### src/rtl/core/first_fit_aligned_heap_allocator_defines.svh
// Assertion macros shared by the heap allocator RTL.
// Needs clk_i and rst_ni in the scope where a macro is used.
`ifndef FIRST_FIT_ALIGNED_HEAP_ALLOCATOR_DEFINES_SVH
`define FIRST_FIT_ALIGNED_HEAP_ALLOCATOR_DEFINES_SVH

// Same-cycle implication, checked out of reset.
`define FFA_ASSERT_IMP(lbl, ante, cons, msg) \
  lbl: assert property (@(posedge clk_i) disable iff (!rst_ni) (ante) |-> (cons)) \
    else $error(msg);

// Next-cycle implication, checked out of reset.
`define FFA_ASSERT_NXT(lbl, ante, cons, msg) \
  lbl: assert property (@(posedge clk_i) disable iff (!rst_ni) (ante) |=> (cons)) \
    else $error(msg);

`endif

### src/rtl/core/ffa_pkg.sv
// Types and constants of the first-fit heap allocator.
// No dependencies; used by every module of the block.
package ffa_pkg;

  localparam int unsigned MAX_BLOCKS = 64;
  localparam int unsigned IDX_W      = $clog2(MAX_BLOCKS);
  localparam int unsigned CNT_W      = $clog2(MAX_BLOCKS + 1);
  localparam int unsigned CFG_IDX_W  = 2;

  localparam logic [31:0] HEAP_BASE_RST = 32'd4096;
  localparam logic [31:0] HEAP_SIZE_RST = 32'd4096;

  typedef enum logic [CFG_IDX_W-1:0] {
    REG_HEAP_BASE = 2'd0,
    REG_HEAP_SIZE = 2'd1
  } cfg_reg_e;

  typedef enum logic [1:0] {
    OP_ALLOC = 2'd0,
    OP_FREE  = 2'd1,
    OP_RESET = 2'd2,
    OP_RSVD  = 2'd3
  } op_e;

  typedef enum logic [2:0] {
    ST_OK        = 3'd0,
    ST_BAD_ARG   = 3'd1,
    ST_NO_FIT    = 3'd2,
    ST_FULL      = 3'd3,
    ST_NOT_FOUND = 3'd4
  } status_e;

  typedef struct packed {
    logic [1:0]  op;
    logic [31:0] req_size;
    logic [31:0] req_alignment;
    logic [31:0] free_address;
  } req_t;

  typedef struct packed {
    logic [31:0] result_address;
    logic [2:0]  status;
  } rsp_t;

  typedef struct packed {
    logic [31:0] addr;
    logic [31:0] size;
    logic        free;
  } entry_t;

  localparam entry_t ENTRY_RST = '{addr: HEAP_BASE_RST, size: HEAP_SIZE_RST, free: 1'b1};

  // Chain control broadcast to every cell
  typedef struct packed {
    logic             shift;
    logic             push;
    logic [IDX_W-1:0] wr_idx;
    entry_t           wr_data;
  } chain_ctrl_t;

endpackage

### src/rtl/core/ffa_cell.sv
// One table cell: holds a heap block, shifts toward the head of the chain.
// Depends on ffa_pkg.
module ffa_cell (
  input  logic                      clk_i,
  input  logic                      rst_ni,
  input  logic [ffa_pkg::IDX_W-1:0] cell_idx_i,
  input  ffa_pkg::chain_ctrl_t      chain_i,
  input  ffa_pkg::entry_t           right_i,
  output ffa_pkg::entry_t           entry_o
);
  import ffa_pkg::*;

  entry_t entry_q, entry_d;

  always_comb begin
    entry_d = entry_q;
    if (chain_i.push && (chain_i.wr_idx == cell_idx_i)) begin
      entry_d = chain_i.wr_data;
    end else if (chain_i.shift) begin
      entry_d = right_i;
    end
  end

  always_ff @(posedge clk_i or negedge rst_ni) begin
    if (!rst_ni) begin
      entry_q <= ENTRY_RST;
    end else begin
      entry_q <= entry_d;
    end
  end

  assign entry_o = entry_q;

endmodule

### config.mk
export PLATFORM = sky130hd
export DESIGN_NAME = ffa_cell
export DESIGN_NICKNAME = d
export VERILOG_FILES = /design/src/rtl/core/first_fit_aligned_heap_allocator_defines.svh /design/src/rtl/core/ffa_pkg.sv /design/src/rtl/core/ffa_cell.sv
export SDC_FILE = /design/constraint.sdc
export NUM_CORES = 1
export LEC_CHECK = 0
export ABC_CLOCK_PERIOD_IN_PS = 1500
export BUFFER_PORTS_ARGS = -buffer_cell sky130_fd_sc_hd__buf_2
export CORE_MARGIN = 3
export CORE_UTILIZATION = 43
export DETAILED_ROUTE_END_ITERATION = 10
export PLACE_DENSITY = 0.91
export SLEW_MARGIN = 20
export SYNTH_ARGS = -nofsm -noshare
export SYNTH_HDL_FRONTEND = slang
export SYNTH_SLANG_ARGS = --single-unit
export TNS_END_PERCENT = 1
### constraint.sdc
create_clock -name clk_i -period 1.5 [get_ports clk_i]
set_clock_uncertainty 0.2 [all_clocks]
set_input_delay 0.225 -clock clk_i [delete_from_list [all_inputs] [get_ports clk_i]]
set_output_delay 0.225 -clock clk_i [all_outputs]
set_load 0.02 [all_outputs]
## Yosys cells after proc, flatten, opt, wreduce, memory -nomap -nowiden

Cells that the tools add are included.

- Muxes and demuxes: 2
- Equality and inequality tests: 1
- Reduce and logical (&&, ||, !) cells: 2

Operators with widths:

| cell | count |
|---|---|
| two-way mux 65 bit | 2 |
| equality test 6 bit | 1 |
| nonzero test 2 bit | 1 |
| logical AND 1 bit | 1 |

- Output and inout port bits: 65
- Register bits: 65

## Depth between registers and ports, before layout

Gate-level depths: netlist of run 1.

- Depth in word-level cells: 3
- Gate-level depth with buffers: 6
- Mapped depth without buffers: 4

## Least setup slack after synthesis of run 1

Ideal clock, no wire load.

- Path kind: input port to flip-flop
- Start point: in chain_i[72] in the netlist's numbering
- End point: reg entry_q, in the netlist entry_o[10]
- Stages on the path: 4
- Path slack: -0.202 ns
- Arrival: 1.374 ns
- Library setup time: 0.127 ns
- Path through: buf_2 clkbuf_1 mux2_2 mux2_1

- Cells in the longest elaborated chain, start to end: 1

Ends and longest elaborated chain:

| item | RTL line | source |
|---|---|---|
| start, declared | ffa_cell.sv:7 | `input ffa_pkg::chain_ctrl_t chain_i,` |
| nonzero test 2 bit (no line) | -- |  |
| end signal, assigned | ffa_cell.sv:28 | `entry_q <= entry_d;` |
| end, declared | ffa_cell.sv:13 | `entry_t entry_q, entry_d;` |

Every way passes these cells.
A chain may end at the register's enable or synchronous reset.

## Worst setup path after layout of run 1

- Start point: in cell_idx_i[3] in the netlist's numbering
- End point: reg entry_q, in the netlist entry_o[27]

- Cells in the longest elaborated chain, start to end: 3
- Elaborated cells between the ends (all ways): 4
- Classes of those cells: eq/ne: 1; mux: 1; reduce/logical: 2

Ends and longest elaborated chain:

| item | RTL line | source |
|---|---|---|
| start, declared | ffa_cell.sv:6 | `input logic [ffa_pkg::IDX_W-1:0] cell_idx_i,` |
| equality test 6 bit * | ffa_cell.sv:17 | `if (chain_i.push && (chain_i.wr_idx == cell_idx_i)) begin` |
| logical AND 1 bit * | ffa_cell.sv:17 |  |
| two-way mux 65 bit / nonzero test 2 bit (equally long branches) | -- |  |

Mark *: on every way between the ends. The rest lies on a longest branch, timed or not.

==> key figures, run 1 <==
CTS
  – CTS clock-pin slew for the worst setup and hold paths: ~0.070 ns
  – TritonCTS clock tree: built
  – Depth of the CTS H-tree: 3
  – Clock sink total: 65
  – CTS max path bufs: 2
  – Root Buffer Master: sky130_fd_sc_hd__clkbuf_8
  – Insertion delay to the later sink of the worst-skew pair: about 0.32 ns
  – Num CTS Buffers: 9

Detailed routing
  – DR iter-0 viols: 55
  – Count of vias placed by the detailed router: roughly 2900
  – Antenna Violating Nets Remaining: 0
  – Per-cell routed wire length: 15.8 µm
  – Number of detailed-route iterations in the first pass: 3
  – DR vias/cell: between 4 and 5
  – Wire length after detailed routing: between 9000 and 10000 µm
  – DRC violation count after routing: 0

Layout
  – Diodes inserted: 0
  – Filler cell count: 475
  – Area added between synthesis and finish: 63.0%
  – Number of flip-flops in the largest register: 65
  – Number of nets in the finished design: 641
  – Finished Core Util: 0.729
  – Fraction of layout instances using a drive strength above 1: 0.630

Yosys
  – Xor and xnor fraction of the mapped netlist area: 0.0161
  – Most numerous cell types in the synthesized netlist: sky130_fd_sc_hd__mux2_2, sky130_fd_sc_hd__dfrtp_1, sky130_fd_sc_hd__mux2_1, sky130_fd_sc_hd__clkbuf_1, sky130_fd_sc_hd__buf_6
  – Sequential-to-total area share from yosys stat: 0.500
  – Count of state elements after synthesis: 65
  – Count leader, synth: sky130_fd_sc_hd__mux2_2
  – Asr flop ratio synth: 1.00
  – Post-synth EDFFs: 0
  – Yosys warning count: 0
  – Top flip-flop cell by instance count after synthesis: sky130_fd_sc_hd__dfrtp_1
  – Number of cells produced by synthesis: ~220
  – Fraction of the mapped netlist area in simple logic gates: 0.00575
  – Area of the mapped netlist: 3260 µm²
  – Total nets after synthesis: around 360
  – Library cell occupying the most area in the post-synthesis netlist: sky130_fd_sc_hd__dfrtp_1
  – Synthesized-area fraction occupied by adder cells: 0
  – Synth top area share: 0.476
  – Complex-gate fraction of the synthesized area: 0
  – Distinct cell type count after synthesis: 12
  – Mean post-synth cell area: between 15 and 20 µm²
  – Multiplexer share of the synthesized area: 0.449
  – Combinational family with the most area after synthesis: multiplexers
  – Top cells by area in the synthesized netlist: sky130_fd_sc_hd__dfrtp_1, sky130_fd_sc_hd__mux2_2, sky130_fd_sc_hd__mux2_1, sky130_fd_sc_hd__dfstp_2, sky130_fd_sc_hd__buf_6

GRT
  – Tot GR Track Use: 0.224
  – Maximum number of pins on one net before global-route repair: between 60 and 70
  – Global route overflow: 0
  – Number of global-route vias before repair: roughly 3300
  – First-pass GRT wire length: roughly 15000 µm
  – Antenna violations before repair: 0

Floorplanning
  – Die ar.: 8670 µm²
  – Number of primary I/O pins: 211
  – Cell row count: 31
  – Die width: ~93 µm
  – Height of the die: roughly 93 µm
  – Initial Util: 0.447
  – Core region area: roughly 7300 µm²

Critical path
  – Register-to-register setup slack: approximately 0.20 ns
  – Critical Path Start: cell_idx_i[3]
  – Worst setup path endpoint: entry_o[27]
  – Longest individual stage delay on the worst path: ~0.36 ns
  – Critical path class: input pin to flip-flop
  – Slowest-stage cell, CP: sky130_fd_sc_hd__mux2_1
  – Worst reg2reg endpoint: entry_o[2]
  – Arrival time worst endpoint: ~1.6 ns
  – Crit Path Max Fanout: 34
  – CP required: approximately 1.5 ns
  – Crit path launch type: input pin
  – Depth of the most critical reg-to-reg path: 2
  – Reg-to-Reg Start: entry_o[2]
  – Critical path, cell by cell: buf_2 -> xnor2_2 -> nand4_1 -> nor4_4 -> buf_12 -> mux2_1
  – Critical path endpoint category: flip-flop

Pwr
  – Net switching component of the power: roughly 1.3 mW
  – Part of the total power dissipated in sequential elements: 0.427
  – Logic gate share of total power: 0.263
  – IR drop worst, VDD: between 500 and 600 µV
  – Leakage power: 2.54 nW
  – Part of the total power dissipated in the clock network: 0.310
  – Internal power: 3.48 mW
  – Share of total power consumed by net switching: 0.276
  – PwrDens: 903 nW/µm²

STA
  – Slew at the pin with the worst max-slew slack: 0.397 ns
  – Peak clock frequency supported by timing: 620 MHz
  – RSZ-0062 raised after global routing: yes
  – Max Slew Vio Count: 0
  – Final period demand of the worst path: approximately 1.6 ns
  – Remaining max-slew budget at the tightest pin: 0.733
  – Hold Violations, Final: 0
  – Final worst path period share: 1.07
  – Final Setup Violations: 65
  – Min setup slack post-route: -0.112 ns

Outcome
  – Failing checks: setup timing
  – Result of the run: finished, violations left

Place
  – Number of buffers added on ports: 210
  – Weighted congestion reported at the end of routability-driven placement: 0.720
  – Place WS: -0.483 ns
  – Detailed Place HPWL: between 6000 and 7000 µm

Hold path
  – Type of the tightest min-delay check: input pin to flip-flop

Run
  – Max-cap violations: 0
[metrics by stage]
| stage | area (µm²) | total power, mW | cells | hold WS [ns] | setup TNS [ns] |
|---|---|---|---|---|---|
| 6_report | 5320 | 4.80 | 599 | 0.0351 | -4.96 |
| 3_3_place_gp | 4450 | 3.15 | 517 | 0.0625 | -22.14 |
| 5_1_grt | 5320 | 5.07 | 599 | 0.0270 | -7.82 |
| 4_1_cts | 5320 | 4.86 | 599 | 0.0128 | -4.80 |
| 3_5_place_dp | 4450 | 3.20 | 517 | 0.0723 | -29.94 |
| 2_1_floorplan | 3270 | 2.69 | 217 | -0.271 | -8.67 |
[worst min path at each step]
stage | start | to | slack [ns] | cells after the start
detailed placement | rst_ni | entry_o[49] | 0.07 | 2
global placement | rst_ni | entry_o[49] | 0.06 | 2
global route | right_i[19] | entry_o[19] | 0.03 | 3
CTS | right_i[8] | entry_o[8] | 0.01 | 3
floorplan | rst_ni | entry_o[10] | -0.27 | 0
finish | right_i[20] | entry_o[20] | 0.04 | 3
[routing by layer]
layer  GRT usage  vias up  wire (µm)
met3      0.0619       22        699
met5           0        -          0
met1       0.236     1348       3460
met2       0.418      138       5120
li1            -     1343          -
met4      0.0879        0        202
[cell families after synthesis]
family | after synthesis
multiplexers | 130
flip-flops | 65
AND/OR/NAND/NOR | 2
buffers and inverters | 14
XOR/XNOR | 6
[cell type report]
type,count,area [µm²],share of cell area
Timing Repair Buffer,281,1810,0.341
Multi-Input combinational cell,138,1550,0.292
Tap cell,99,124,0.0233
Clock inverter,3,40.0,0.00753
Clock buffer,13,159,0.0299
Sequential cell,65,1630,0.307
[cells in the final DEF, fill, tap and decap left out]
master	count
sky130_fd_sc_hd__nand4_1	1
sky130_fd_sc_hd__xnor2_1	2
sky130_fd_sc_hd__xnor2_2	1
sky130_fd_sc_hd__buf_2	210
sky130_fd_sc_hd__mux2_1	49
sky130_fd_sc_hd__dfstp_2	3
sky130_fd_sc_hd__clkbuf_1	2
sky130_fd_sc_hd__clkinv_2	2
sky130_fd_sc_hd__clkbuf_8	11
sky130_fd_sc_hd__xor2_1	3
sky130_fd_sc_hd__dlygate4sd3_1	66
sky130_fd_sc_hd__dfrtp_1	62
sky130_fd_sc_hd__mux2_2	81
sky130_fd_sc_hd__bufinv_16	1
sky130_fd_sc_hd__nor4_4	1
sky130_fd_sc_hd__buf_12	5
[critical path, delay by kind of cell]
| family | cells | cell delay, ns |
|---|---|---|
| mux | 1 | 0.36 |
| buf+inv | 2 | 0.38 |
| simple gates | 2 | 0.48 |
| xor+xnor | 1 | 0.15 |
[timing repair]
item | 4_1_cts | 5_1_grt
buffers inserted | 0 | 0
cloned | 0 | 0
hold buffers | 66 | 0
gates resized for setup | 1 | 1
hold endpoints to repair | 129 | 0
setup endpoints to repair | 65 | 65
[power by group through the flow]
stage,Clock (mW),Sequential (mW),Combinational (mW)
global route,1.63,2.07,1.36
CTS,1.56,2.05,1.26
floorplan,0,2.32,0.374
global placement,0,2.07,1.09
detailed placement,0,2.08,1.12
finish,1.49,2.05,1.26
Note: power is estimated with default switching activity, not from simulation.
==> run 2, diff against run 1 <==
- BUFFER_PORTS_ARGS: -buffer_cell sky130_fd_sc_hd__buf_2 -> not set
- CORE_UTILIZATION: 43 -> 45
- DONT_BUFFER_PORTS: not set -> 1
- PLACE_DENSITY: 0.91 -> 0.7
==> run 2 against run 1 <==
The flow now stops in clock tree synthesis. Synthesized area unchanged. Synthesized cell count unchanged.
==> key figures, run 2 <==
Place
  – Number of buffers added on ports: 0 (-100%)
  – Weighted congestion reported at the end of routability-driven placement: 0.742 (+3.0%)
  – Detailed Place HPWL: 5780 µm (-7.9%)

Yosys
  – Yosys warning count: 0 (unchanged)
  – Post-synth EDFFs: 0 (unchanged)
  – Synth top area share: 0.476 (unchanged)
  – Library cell occupying the most area in the post-synthesis netlist: sky130_fd_sc_hd__dfrtp_1
  – Distinct cell type count after synthesis: 12 (unchanged)
  – Count leader, synth: sky130_fd_sc_hd__mux2_2
  – Top flip-flop cell by instance count after synthesis: sky130_fd_sc_hd__dfrtp_1
  – Area of the mapped netlist: 3260 µm² (unchanged)
  – Number of cells produced by synthesis: 217 (unchanged)
  – Top cells by area in the synthesized netlist: sky130_fd_sc_hd__dfrtp_1, sky130_fd_sc_hd__mux2_2, sky130_fd_sc_hd__mux2_1, sky130_fd_sc_hd__dfstp_2, sky130_fd_sc_hd__buf_6
  – Mean post-synth cell area: 15.0 µm² (unchanged)
  – Asr flop ratio synth: 1.00 (unchanged)
  – Count of state elements after synthesis: 65 (unchanged)
  – Sequential-to-total area share from yosys stat: 0.500 (unchanged)
  – Most numerous cell types in the synthesized netlist: sky130_fd_sc_hd__mux2_2, sky130_fd_sc_hd__dfrtp_1, sky130_fd_sc_hd__mux2_1, sky130_fd_sc_hd__clkbuf_1, sky130_fd_sc_hd__buf_6
  – Total nets after synthesis: 363 (unchanged)

Floorplanning
  – Cell row count: 30 (-3.2%)
  – Die width: 91.1 µm (-2.1%)
  – Height of the die: 91.1 µm (-2.1%)
  – Initial Util: 0.472 (+0.0250)
  – Number of primary I/O pins: 211 (unchanged)

CTS
  – Post-CTS Hold Buffers: 101 (+53%)
  – Setup Buffers After CTS: 0 (unchanged)
  – Resized Gates After CTS: 0 (-1)
  – Root Buffer Master: sky130_fd_sc_hd__clkbuf_8
  – Depth of the CTS H-tree: 3 (unchanged)
  – Clock sink total: 65 (unchanged)
  – CTS max path bufs: 2 (unchanged)
  – Num CTS Buffers: 9 (unchanged)

Outcome
  – Tool error message: [ERROR RSZ-0060] Max buffer count reached.
  – Result of the run: aborted with a tool error
  – Last stage reached: clock tree synthesis
==> run 2: cell counts after synthesis <==
No cell type changed its count.
==> run 2: through the flow <==
| step | TNS [ns] | worst slack, ns | hold slack, ns | instances | cell area, µm² |
|---|---|---|---|---|---|
| 2_1_floorplan | -8.67 | -0.160 | -0.271 | 217 | 3270 |
| 3_3_place_gp | -13.00 | -0.217 | -0.269 | 374 | 3890 |
| 3_5_place_dp | -14.26 | -0.249 | -0.270 | 374 | 3890 |
==> run 2: cells by family after synthesis <==
kind of cell              share of synthesized area
muxes                                         0.449
DFF                                           0.500
buffers and inverters                        0.0295
xor gates and xnor gates                     0.0161
and+or+nand+nor                             0.00575
==> run 3, diff against run 2 <==
- CORE_UTILIZATION: 45 -> 30
- PLACE_DENSITY: 0.7 -> not set
- PLACE_DENSITY_LB_ADDON: not set -> 0.15
==> run 3 against run 2 <==
The flow again stops in clock tree synthesis. Synthesized area did not move. Synthesized cell count did not move.
==> key figures, run 3 <==
Outcome
  – Result of the run: aborted with a tool error
  – Last stage reached: clock tree synthesis
  – Tool error message: [ERROR RSZ-0060] Max buffer count reached.

Yosys
  – Total nets after synthesis: 363 (unchanged)
  – Yosys warning count: 0 (unchanged)
  – Number of cells produced by synthesis: 217 (unchanged)
  – Sequential-to-total area share from yosys stat: 0.500 (unchanged)
  – Count leader, synth: sky130_fd_sc_hd__mux2_2
  – Asr flop ratio synth: 1.00 (unchanged)
  – Library cell occupying the most area in the post-synthesis netlist: sky130_fd_sc_hd__dfrtp_1
  – Synth top area share: 0.476 (unchanged)
  – Top cells by area in the synthesized netlist: sky130_fd_sc_hd__dfrtp_1, sky130_fd_sc_hd__mux2_2, sky130_fd_sc_hd__mux2_1, sky130_fd_sc_hd__dfstp_2, sky130_fd_sc_hd__buf_6
  – Most numerous cell types in the synthesized netlist: sky130_fd_sc_hd__mux2_2, sky130_fd_sc_hd__dfrtp_1, sky130_fd_sc_hd__mux2_1, sky130_fd_sc_hd__clkbuf_1, sky130_fd_sc_hd__buf_6
  – Distinct cell type count after synthesis: 12 (unchanged)
  – Count of state elements after synthesis: 65 (unchanged)
  – Area of the mapped netlist: 3260 µm² (unchanged)
  – Top flip-flop cell by instance count after synthesis: sky130_fd_sc_hd__dfrtp_1
  – Post-synth EDFFs: 0 (unchanged)
  – Mean post-synth cell area: 15.0 µm² (unchanged)

Floorplanning
  – Initial Util: 0.312 (-0.161)
  – Cell row count: 37 (+23%)
  – Height of the die: 110 µm (+21%)
  – Die width: 110 µm (+21%)
  – Number of primary I/O pins: 211 (unchanged)

CTS
  – Root Buffer Master: sky130_fd_sc_hd__clkbuf_8
  – Resized Gates After CTS: 0 (unchanged)
  – Setup Buffers After CTS: 0 (unchanged)
  – Clock sink total: 65 (unchanged)
  – Depth of the CTS H-tree: 3 (unchanged)
  – Num CTS Buffers: 9 (unchanged)
  – Post-CTS Hold Buffers: 101 (unchanged)
  – CTS max path bufs: 2 (unchanged)

Place
  – Cell count after placement: 411 (+9.9%)
  – Number of buffers added on ports: 0 (unchanged)
  – Weighted congestion reported at the end of routability-driven placement: 0.667 (-10%)
  – Detailed Place HPWL: 5700 µm (-1.4%)
==> run 3: through the flow <==
stage | area [µm²] | utilization | setup slack [ns]
after global placement | 3920 | 0.375 | -0.228
after floorplan | 3270 | - | -0.160
after detailed placement | 3920 | 0.375 | -0.262
==> run 3: cell families after synthesis <==
kind of cell | after synthesis | share of synthesized area
XOR/XNOR | 6 | 0.0161
buffers and inverters | 14 | 0.0295
flip-flops | 65 | 0.500
multiplexers | 130 | 0.449
AND/OR/NAND/NOR | 2 | 0.00575
